File: src/rtl/nitb_pkg.sv
// ============================================================================
// nitb_pkg: shared types and constants for the interval timer bank
// Sizes, action and status codes, the per-timer entry layout and the
// command and status groups between controller and datapath.
// ============================================================================
package nitb_pkg;

  // Bank sizing
  localparam int NUM_TIMERS = 64;
  localparam int NEST_BITS  = 8;
  localparam int ADDR_W     = (NUM_TIMERS > 1) ? $clog2(NUM_TIMERS) : 1;

  // Field widths
  localparam int ACT_W   = 2;
  localparam int IDX_W   = 6;
  localparam int TIME_W  = 64;
  localparam int CFG_W   = 7;
  localparam int ST_W    = 2;
  localparam int DEPTH_W = 8;
  localparam int TOP_BIT = TIME_W - 1;

  // Action codes
  localparam logic [ACT_W-1:0] ACT_START = 2'd0;
  localparam logic [ACT_W-1:0] ACT_STOP  = 2'd1;
  localparam logic [ACT_W-1:0] ACT_READ  = 2'd2;

  // Status codes
  localparam logic [ST_W-1:0] ST_OK       = 2'd0;
  localparam logic [ST_W-1:0] ST_RANGE    = 2'd1;
  localparam logic [ST_W-1:0] ST_IDLE     = 2'd2;
  localparam logic [ST_W-1:0] ST_OVERFLOW = 2'd3;

  localparam logic [NEST_BITS-1:0] DEPTH_MAX = '1;

  // One timer's stored state
  typedef struct packed {
    logic [TIME_W-1:0]    stamp;
    logic [TIME_W-1:0]    acc;
    logic [TIME_W-1:0]    count;
    logic [NEST_BITS-1:0] level;
  } entry_t;

  // Controller to datapath
  typedef struct packed {
    logic capture;
    logic calc;
    logic commit;
  } nitb_cmd_t;

  // Datapath to controller
  typedef struct packed {
    logic out_free;
  } nitb_stat_t;

  localparam int EXT_W = (NEST_BITS > DEPTH_W) ? NEST_BITS : DEPTH_W;

  // Report the low bits of a nesting level at the output width
  function automatic logic [DEPTH_W-1:0] depth_report(input logic [NEST_BITS-1:0] lvl);
    logic [EXT_W-1:0] ext;
    ext = EXT_W'(lvl);
    return ext[DEPTH_W-1:0];
  endfunction

endpackage

File: src/rtl/nitb_ctrl.sv
// ============================================================================
// nitb_ctrl: sequencing controller of the interval timer bank
// Steps each accepted item through lookup, update and commit, and holds
// the commit while the result register is still occupied.
// ============================================================================
module nitb_ctrl (
  input  logic                 clk_i,
  input  logic                 rst_ni,
  input  logic                 in_valid_i,
  output logic                 in_ready_o,
  input  nitb_pkg::nitb_stat_t stat_i,
  output nitb_pkg::nitb_cmd_t  cmd_o
);

  typedef enum logic [1:0] {
    S_IDLE,
    S_CALC,
    S_WRITE
  } state_e;

  state_e state_q;
  logic   in_ready_q;

  // Decode commands from the current state
  always_comb begin
    cmd_o.capture = in_valid_i && in_ready_q;
    cmd_o.calc    = (state_q == S_CALC);
    cmd_o.commit  = (state_q == S_WRITE) && stat_i.out_free;
  end

  assign in_ready_o = in_ready_q;

  // Advance state and hold the registered ready
  always_ff @(posedge clk_i or negedge rst_ni) begin
    if (!rst_ni) begin
      state_q    <= S_IDLE;
      in_ready_q <= 1'b1;
    end else begin
      case (state_q)
        S_IDLE: begin
          if (in_valid_i && in_ready_q) begin
            state_q    <= S_CALC;
            in_ready_q <= 1'b0;
          end
        end
        S_CALC: begin
          state_q <= S_WRITE;
        end
        S_WRITE: begin
          if (stat_i.out_free) begin
            state_q    <= S_IDLE;
            in_ready_q <= 1'b1;
          end
        end
        default: begin
          state_q    <= S_IDLE;
          in_ready_q <= 1'b1;
        end
      endcase
    end
  end

`ifndef SYNTH
  a_ready_only_idle: assert property (@(posedge clk_i) disable iff (!rst_ni)
    in_ready_q |-> (state_q == S_IDLE))
    else $error("input ready outside idle");
  a_capture_then_calc: assert property (@(posedge clk_i) disable iff (!rst_ni)
    cmd_o.capture |=> (cmd_o.calc && !in_ready_q))
    else $error("accepted item not processed next cycle");
  a_write_waits: assert property (@(posedge clk_i) disable iff (!rst_ni)
    (state_q == S_WRITE && !stat_i.out_free) |=> (state_q == S_WRITE))
    else $error("write-back left before the result slot was free");
`endif

endmodule

File: config.mk
export PLATFORM = sky130hd
export DESIGN_NAME = nitb_ctrl
export DESIGN_NICKNAME = d
export VERILOG_FILES = /design/src/rtl/nitb_pkg.sv /design/src/rtl/nitb_ctrl.sv
export SDC_FILE = /design/constraint.sdc
export NUM_CORES = 1
export LEC_CHECK = 0
export BUFFER_PORTS_ARGS = -buffer_cell sky130_fd_sc_hd__buf_2
export CAP_MARGIN = 0
export CORE_AREA = 2 2 39 41
export CTS_CLUSTER_DIAMETER = 50
export CTS_CLUSTER_SIZE = 28
export DETAILED_ROUTE_END_ITERATION = 8
export DIE_AREA = 0 0 41 43
export GPL_TIMING_DRIVEN = 0
export PLACE_DENSITY_LB_ADDON = 0.1
export SYNTH_ARGS = -nofsm -noshare
export SYNTH_HDL_FRONTEND = slang
export SYNTH_SLANG_ARGS = --single-unit
File: constraint.sdc
create_clock -name clk_i -period 2.6 [get_ports clk_i]
set_input_delay 0.52 -clock clk_i [delete_from_list [all_inputs] [get_ports clk_i]]
set_output_delay 0.52 -clock clk_i [all_outputs]
set_load 0.03 [all_outputs]
=== Word-level counts from Yosys, hierarchy flattened ===
Cells that the tools add are included.

* Register bits after elaboration: 3
* Input port bits: 4
* Output and inout bits: 4
* Word-level logic and storage cells: 18

* Equal/unequal tests: 4
* Mux-type cells: 6
* Bitwise logic cells: 1
* Reductions and logical operators: 5

{| class="wikitable"
|+ Operators by type and width
! cell !! count
|-
| 2-bit case mux with 3 select lines || 1
|-
| 2-bit two-way mux || 2
|-
| 2-bit inequality test (second input constant) || 2
|-
| 1-bit case mux with 3 select lines || 1
|-
| 3-bit AND reduction || 1
|-
| 2-bit by 1-bit == test with 1-bit output (second input constant) || 1
|-
| 2-bit == test (second input constant) || 1
|-
| 1-bit logical AND || 2
|-
| 2-bit logical NOT || 1
|-
| 1-bit two-way mux || 2
|-
| 2-bit AND reduction || 1
|-
| 1-bit NOT || 1
|}

=== Longest topological paths before layout ===
Gate-level depths: netlist of the first run.

* Depth after elaboration: 3
* Gate-level depth with buffers: 3
* Depth with buffers taken out: 3

=== Worst setup path before layout of the first run ===
OpenSTA, ideal clock, no wires.

* Path type: register to output
* From: reg in_ready_q (netlist: in_ready_o)
* To: out cmd_o[2] in the netlist's numbering
* Arrival time: 0.888 ns
* Data required time: 2.080 ns
* Setup slack: 1.192 ns
* Cell stages (with the launch flop): 2
* Path buffers: 0
* Path through: dfstp_2 and2_2

{| class="wikitable"
|+ RTL lines
! item !! RTL line !! source
|-
| from (decl) || nitb_ctrl.sv:22 || <nowiki>logic in_ready_q;</nowiki>
|-
| from (signal assigned) || nitb_ctrl.sv:37 || <nowiki>in_ready_q <= 1'b1;</nowiki>
|-
| from (signal assigned) || nitb_ctrl.sv:43 || <nowiki>in_ready_q <= 1'b0;</nowiki>
|-
| from (signal assigned) || nitb_ctrl.sv:52 || <nowiki>in_ready_q <= 1'b1;</nowiki>
|-
| to (decl) || nitb_ctrl.sv:12 || <nowiki>output nitb_pkg::nitb_cmd_t cmd_o</nowiki>
|}

==> metrics, run 1 <==
CTS tree yes; WHS about 0.076 ns; Non-Filler Instances 40; vias in the first global route 123; warning count from the yosys run 0; Peak Freq roughly 620 MHz; per-cell routed wire length about 8 um; Critical Path RT ~2.1 ns; io pins 8; Syn-to-layout area delta 58.0%; max-cap violation count 0; CP peak stage delay 0.54 ns; CTS buffer count 3; Max Fanout on Critical Path 4; Hold Vio Cnt, Final 0; Sink Count 3; final period utilization 62.5%; clk_lat worst skew ~0.23 ns; htree depth 1; clock skew 0.0000631 ns; vias per cell about 3.0; Post-Syn Instances 13; crit start category flop; Vias 121; Slew @ Worst Pin 0.173 ns; DRC Markers 0; Initial Util between 10% and 20%; Critical Path AT around 1.1 ns; setup TNS 0 ns; Tot Pwr 0.132 mW; cell leakage power roughly 0.13 nW; postcts setup bufs 0; initial antenna violation count 0; Detailed Route Iter0 Violations 1; Synth cell types 11; Seq/Total Area, Yosys 54.5%; worst r2r src in_ready_o$_DFFE_PN1P_; Hold Buf Count CTS 0; PD cells 597 nW/um^2; floorplan core area 1380 um^2; reg2reg path depth 2; Std-Cell Rows 14; RSZ-0062 raised after global routing no; GRT met2 Usage 4.06%; total global routing overflow 0; CTS root buf clkbuf_4; Final Setup Violations 0; first-pass GRT wire length ~480 um; GRT Util Overall 4.73%; worst reg2reg setup slack about 1.6 ns; total die area 1760 um^2; syn_nets 17; GR Util met1 6.15%; Die Y-Extent 43 um; dpl hpwl 250 um; CP max stage cell dfstp_2; mean area per synthesized cell 10.8 um^2; Most Used Layer, Global Route met1; maximum VDD drop 0.171 mV; GP Congestion 0.584; CTS max path bufs 2; max_slew headroom 88.5%; Sequential Area 76.3 um^2; Reg-to-Reg End state_q[0]$_DFFE_PN0P_; worst-path cell chain and2_2 -> buf_2; CP endpoint kind output port; final wirelength 327 um; Multi-input gate area 63.8 um^2; Cells after DPL 36; Crit Path Category reg -> out; share of layout cells above drive strength 1 54.2%; nets@finish 29; clk slew on worst S/H paths 0.04 ns; # resized after CTS 0; largest net degree at the start of global routing 7; final-layout fill cell count 151; Post-Syn Area 140 um^2; Final Max Slew Viols 0; GR Layer Usage met3 ~3.1%; Yosys reg bits 3; HP Class in -> async; Final min period 1.63 ns; Die W 41 um; first drt pass iteration count 2; Port Buffer Count 7; status finished clean; antenna fix cells 0; Final ANT Viol Nets 0
-- critical path, delay by kind of cell (launching register included) --
| family | cells | cell delay (ns) |
|---|---|---|
| buffers and inverters | 1 | 0.19 |
| flip-flops | 1 | 0.54 |
| AND/OR/NAND/NOR | 1 | 0.15 |
-- placed cells by master, fill, tap and decap left out --
cell type / n
nor2b_2: 1
dfstp_2: 1
a21o_1: 1
dfrtp_1: 2
a21oi_1: 1
clkbuf_4: 3
nor2_1: 2
and2_2: 1
buf_2: 7
and3b_1: 1
nand2b_1: 1
nor3_1: 1
nor3b_1: 1
clkbuf_1: 1
-- power by group --
group          switching (mW)  internal, mW  total [mW]
sequential                  0        0.0470      0.0470
combinational         0.00226       0.00213     0.00439
clock                  0.0232        0.0575      0.0807
-- synthesized netlist by cell type --
master	count	area, um^2
dfstp_2	1	26.3
a21o_1	1	7.51
nor2_1	2	7.51
nor3b_1	1	7.51
nor2b_2	1	8.76
dfrtp_1	2	50.1
nand2b_1	1	6.26
nor3_1	1	5.00
and2_2	1	7.51
and3b_1	1	8.76
a21oi_1	1	5.00
-- routing by layer --
| metal | wire [um] | vias to the layer above |
|---|---|---|
| met5 | 0 | - |
| met4 | 0 | 0 |
| met3 | 39 | 0 |
| met2 | 111 | 7 |
| met1 | 177 | 47 |
| li1 | - | 67 |
-- kinds of logic (layout without fill, tap and decap cells) --
kind of cell	Yosys count	count (layout)	share of synthesized area (%)
buffers and inverters	0	11	0
AOI/OAI and AO/OA	2	2	8.93
and+or+nand+nor	8	8	36.6
DFF	3	3	54.5
-- layout make-up --
cell class,count,share of cell area [%]
clock buffers,4,11.9
multi-input cells,10,28.8
flip-flops and latches,3,34.5
well taps,16,9.04
repair buffers,7,15.8
-- worst max-delay path by stage --
| stage | from | to | slack, ns |
|---|---|---|---|
| floorplan | in_ready_o$_DFFE_PN1P_ | cmd_o[2] | 1.19 |
| global placement | in_valid_i | cmd_o[2] | 1.10 |
| detailed placement | in_valid_i | cmd_o[2] | 1.10 |
| CTS | in_ready_o$_DFFE_PN1P_ | cmd_o[2] | 0.96 |
| global route | in_ready_o$_DFFE_PN1P_ | cmd_o[2] | 0.93 |
| finish | in_ready_o$_DFFE_PN1P_ | cmd_o[2] | 0.97 |
-- per-stage QoR --
stage                     cell area, um^2  setup WS, ns  util (%)
after floorplan                       140          1.19         -
after global placement                195          1.10      14.1
after detailed placement              195          1.10      14.1
after CTS                             221         0.961      16.0
after global routing                  221         0.927      16.0
final                                 221         0.975      16.0
-- state kept, by name, summed over array words and instances, names as in the netlist --
signal / count
state_q: 2
in_ready_o: 1
Note: power is estimated with default switching activity, not from simulation.
==> inputs of run 2 (changes only) <==
- ABC_AREA: unset -> 1
- clock period: 2.6 -> 1.5 ns (I/O delays scaled with it)
==> run 2 against run 1 <==
- hold slack gained 0.26 ns
- clock-buffer cell count is the same
- combinational power grew to 50 times the previous value
- via count grew 12%
- core utilization grew 0.54 points
- synthesized area shrank 1.8%
- clock power grew 78%
==> metrics, run 2 <==
status finished clean; top_reg_cell synth dfrtp_1; htree depth 1; per-cell routed wire length 7.09 um; Final min period 1.37 ns; most common cell after layout, fill and taps aside buf_2; max-cap violation count 0; DRC Markers 0; Cells after DPL 38; first-pass GRT wire length 510 um; clk slew on worst S/H paths 0.04 ns; Final Max Slew Viols 0; Post-Syn Area 138 um^2; io pins 8; antenna fix cells 0; Final ANT Viol Nets 0; CTS buffer count 3; Std-Cell Rows 14; Max Fanout on Critical Path 3; Die W 41 um; most common cell in the synthesized netlist inv_1; final wirelength 305 um; Largest register FFs 2; CTS max path bufs 2; CTS root buf clkbuf_4; Critical Path AT 1.07 ns; Synth cell types 11; Hold Vio Cnt, Final 0; Final Setup Violations 0; vias per cell 3.16; Slew @ Worst Pin 0.212 ns; initial antenna violation count 0; GRT Util Overall roughly 5.3%; Die Y-Extent between 40 and 50 um; Final Util 16.5%; Peak Freq about 730 MHz; clock skew 0.00121 ns; final period utilization 91.6%; Sink Count 3; final-layout fill cell count 156; post-synth top area share 36.4%; Port Buffer Count 7; Largest Register state_q; PD cells 2250 nW/um^2; HP Class in -> reg; most instantiated cells after synthesis inv_1, dfrtp_1; GP Congestion 0.575; GR Util met1 5.77%; Area contributors post-synth dfrtp_1, dfstp_2, inv_1; warning count from the yosys run 0; Sequential Area 76.3 um^2; Detailed Route Iter0 Violations 0; mean area per synthesized cell 9.18 um^2; Yosys top cell by area dfrtp_1; nets@finish 32; RSZ-0062 raised after global routing no; DP Worst Slack around 0.37 ns; crit start category flop; CTS tree yes; largest net degree at the start of global routing 5; syn_nets 19; vias in the first global route 131; Non-Filler Instances between 40 and 50; Critical Path RT 1.20 ns; Yosys reg bits 3; floorplan core area around 1400 um^2; CP endpoint kind output port; GRT met2 Usage under 10%; dpl hpwl between 200 and 250 um; Multi-input gate area roughly 46 um^2; EDFF count, synth 0; share of layout cells above drive strength 1 51.9%; GR Layer Usage met3 6.81%; total global routing overflow 0; Syn-to-layout area delta 66.4%; Initial Util a little under 10%; maximum VDD drop 0.575 mV; Post-Syn Instances 15; ys async rst share 100%; clk_lat worst skew 0.24 ns; Vias 136; Seq/Total Area, Yosys 55.5%; total die area about 1800 um^2; first drt pass iteration count 1; Crit Path Category reg -> out; cell leakage power 0.127 nW; setup TNS 0 ns; worst setup margin 0.127 ns; worst reg2reg setup slack 0.64 ns; max_slew headroom between 80% and 90%; Tot Pwr 0.515 mW; Most Used Layer, Global Route met3; most frequent cells in the layout buf_2, inv_1, clkbuf_4; postcts setup bufs 0
==> run 2: repair_timing <==
action / in CTS / in global routing
hold buffers: 1 / 0
resized for setup: 0 / 0
hold endpoints to repair: 2 / 0
==> run 2: metrics by stage <==
stage / area, um^2 / hold WS [ns]
floorplan: 138 / 0.00441
global placement: 193 / 0.0978
detailed placement: 193 / 0.100
CTS: 229 / 0.337
global route: 229 / 0.358
finish: 229 / 0.338
==> run 2: layout make-up <==
cell class / count / area share [%]
Sequential cell: 3 / 33.3
Multi-Input combinational cell: 8 / 20.2
Timing Repair Buffer: 8 / 19.7
Clock buffer: 4 / 11.5
Tap cell: 16 / 8.74
Inverter: 4 / 6.56
==> run 2: critical path, cell delays in order (launching register included) <==
cell and delay [ns]:
dfstp_2 0.53, nand2_1 0.07, inv_1 0.05, buf_2 0.18
==> run 2: cell families after synthesis <==
| kind of cell | Yosys count | synth area share [%] |
|---|---|---|
| buffers and inverters | 4 | 10.9 |
| and+or+nand+nor | 6 | 23.6 |
| DFF | 3 | 55.5 |
| AOI/OAI and AO/OA | 2 | 10.0 |
==> run 2: worst paths after layout <==
kind,from,to,cells past startpoint
worst max-delay path,in_ready_o$_DFFE_PN1P_,cmd_o[2],3
worst min-delay path,in_valid_i,state_q[0]$_DFFE_PN0P_,3
worst max register to register,in_ready_o$_DFFE_PN1P_,in_ready_o$_DFFE_PN1P_,3
worst min register to register,in_ready_o$_DFFE_PN1P_,in_ready_o$_DFFE_PN1P_,2
max in group asynchronous,rst_ni,in_ready_o$_DFFE_PN1P_,2
min in group asynchronous,rst_ni,state_q[0]$_DFFE_PN0P_,2
==> run 2: power by group <==
group          internal (mW)  total, mW  switching (mW)  leakage (nW)
logic                 0.0724      0.219           0.147        0.0755
clock network         0.0998      0.144          0.0442        0.0150
registers              0.128      0.152          0.0242        0.0362
==> run 2: routing by layer <==
layer	share of wire (%)	wire [um]	vias to the layer above
li1	-	-	69
met1	42	129	55
met2	35	108	12
met3	22	67	0
met4	0	0	0
met5	0	0	-
==> inputs of run 3 (changes only) <==
- PLACE_DENSITY: unset -> 0.38
- PLACE_DENSITY_LB_ADDON: 0.1 -> unset
==> run 3 against run 2 <==
- wire length is 8.2% higher
- via count is 1.5% lower
- final area stayed put
- non-clock buffer count stayed put
- sequential share of layout area stayed put
- largest cell class unchanged
==> metrics, run 3 (same netlist as run 2, synthesis figures left out) <==
status finished clean; Final Setup Violations 0; Multi-input gate area 46.3 um^2; setup TNS 0 ns; per-cell routed wire length roughly 7.7 um; cell leakage power about 0.13 nW; htree depth 1; GP Congestion 0.598; Hold Vio Cnt, Final 0; clk slew on worst S/H paths around 0.040 ns; first-pass GRT wire length 524 um; Final Max Slew Viols 0; postcts setup bufs 0; Critical Path AT approximately 1.1 ns; most common cell after layout, fill and taps aside buf_2; initial antenna violation count 0; Crit Path Category reg -> out; total die area 1760 um^2; CP endpoint kind output port; Sequential Area 76.3 um^2; max_slew headroom ~86%; clk_lat worst skew 0.23 ns; Peak Freq 725 MHz; RSZ-0062 raised after global routing no; worst setup margin roughly 0.12 ns; Detailed Route Iter0 Violations 2; Final min period roughly 1.4 ns; Crit. Startpoint in_ready_o$_DFFE_PN1P_; worst-path cell chain nand2_1 -> inv_1 -> buf_2; CTS max path bufs 2; most frequent cells in the layout buf_2, inv_1, clkbuf_4; maximum VDD drop 0.524 mV; # resized after CTS 0; Syn-to-layout area delta 66.4%; DP Worst Slack 0.360 ns; Hold Buf Count CTS 1; vias per cell between 3 and 4; CP bufs+invs 2; Sink Count 3; max-cap violation count 0; floorplan core area 1380 um^2; Die W 41 um; vias in the first global route about 140; Final ANT Viol Nets 0; reg2reg path depth 3; total global routing overflow 0; Crit path max-delay family flip-flops; Initial Util under 10%; HP Class in -> reg; Slew @ Worst Pin between 0.2 and 0.25 ns; share of layout cells above drive strength 1 about half; final period utilization 92.0%; CP max stage cell dfstp_2; Std-Cell Rows 14; Critical Path RT 1.20 ns; Largest Register state_q; Max Fanout on Critical Path 3; CTS tree yes; CTS buffer count 3; Placed Area between 150 and 200 um^2; nets@finish 32; Post-Layout Inst Area 229 um^2; CTS root buf clkbuf_4; io pins 8; Largest register FFs 2; Non-Filler Instances 43; final-layout fill cell count between 150 and 200; Port Buffer Count 7; crit start category flop; largest net degree at the start of global routing 5; Cells after DPL 38; Hold Path Depth 3; Vias 134; Die Y-Extent 43 um; hold_sp in_valid_i; PD cells approximately 2300 nW/um^2; WP depth 3; first drt pass iteration count 2; WHS 0.346 ns; worst r2r src in_ready_o$_DFFE_PN1P_; clock skew 0.000993 ns; CP peak stage delay between 0.5 and 0.6 ns; DRC Markers 0; GRT Util Overall 5.43%; antenna fix cells 0; final wirelength 330 um
[run 3: through the flow]
stage / util [%] / power, mW
2_1_floorplan: - / 0.318
3_3_place_gp: 13.9 / 0.368
3_5_place_dp: 13.9 / 0.377
4_1_cts: 16.5 / 0.528
5_1_grt: 16.5 / 0.561
6_report: 16.5 / 0.518
[run 3: layer usage]
layer	vias up	GRT usage [%]	share of wire [%]
met5	-	0	0
met3	2	6.28	15
met4	0	6.00	1.8
met1	56	6.15	52
met2	8	4.38	31
li1	68	-	-
[run 3: worst reg2reg max path, stage by stage, from the launching register on]
cell,delay [ns]
dfstp_2,0.54
nand2_1,0.08
nor2_2,0.13
a21oi_2,0.04
[run 3: worst paths after layout]
kind | slack, ns | end
worst max register to register | 0.64 | in_ready_o$_DFFE_PN1P_
worst min-delay path | 0.35 | state_q[0]$_DFFE_PN0P_
worst max-delay path | 0.12 | cmd_o[2]
min in group asynchronous | 0.40 | state_q[0]$_DFFE_PN0P_
worst min register to register | 0.49 | in_ready_o$_DFFE_PN1P_
max in group asynchronous | 0.91 | in_ready_o$_DFFE_PN1P_
[run 3: layout make-up]
cell class,count,share of cell area [%]
flip-flops and latches,3,33.3
repair buffers,8,19.7
clock buffers,4,11.5
inverters,4,6.56
multi-input cells,8,20.2
well taps,16,8.74
[run 3: report_power, final]
group / switching, mW / internal (mW) / total [mW]
Clock: 0.0415 / 0.0997 / 0.141
Combinational: 0.150 / 0.0722 / 0.222
Sequential: 0.0270 / 0.128 / 0.155
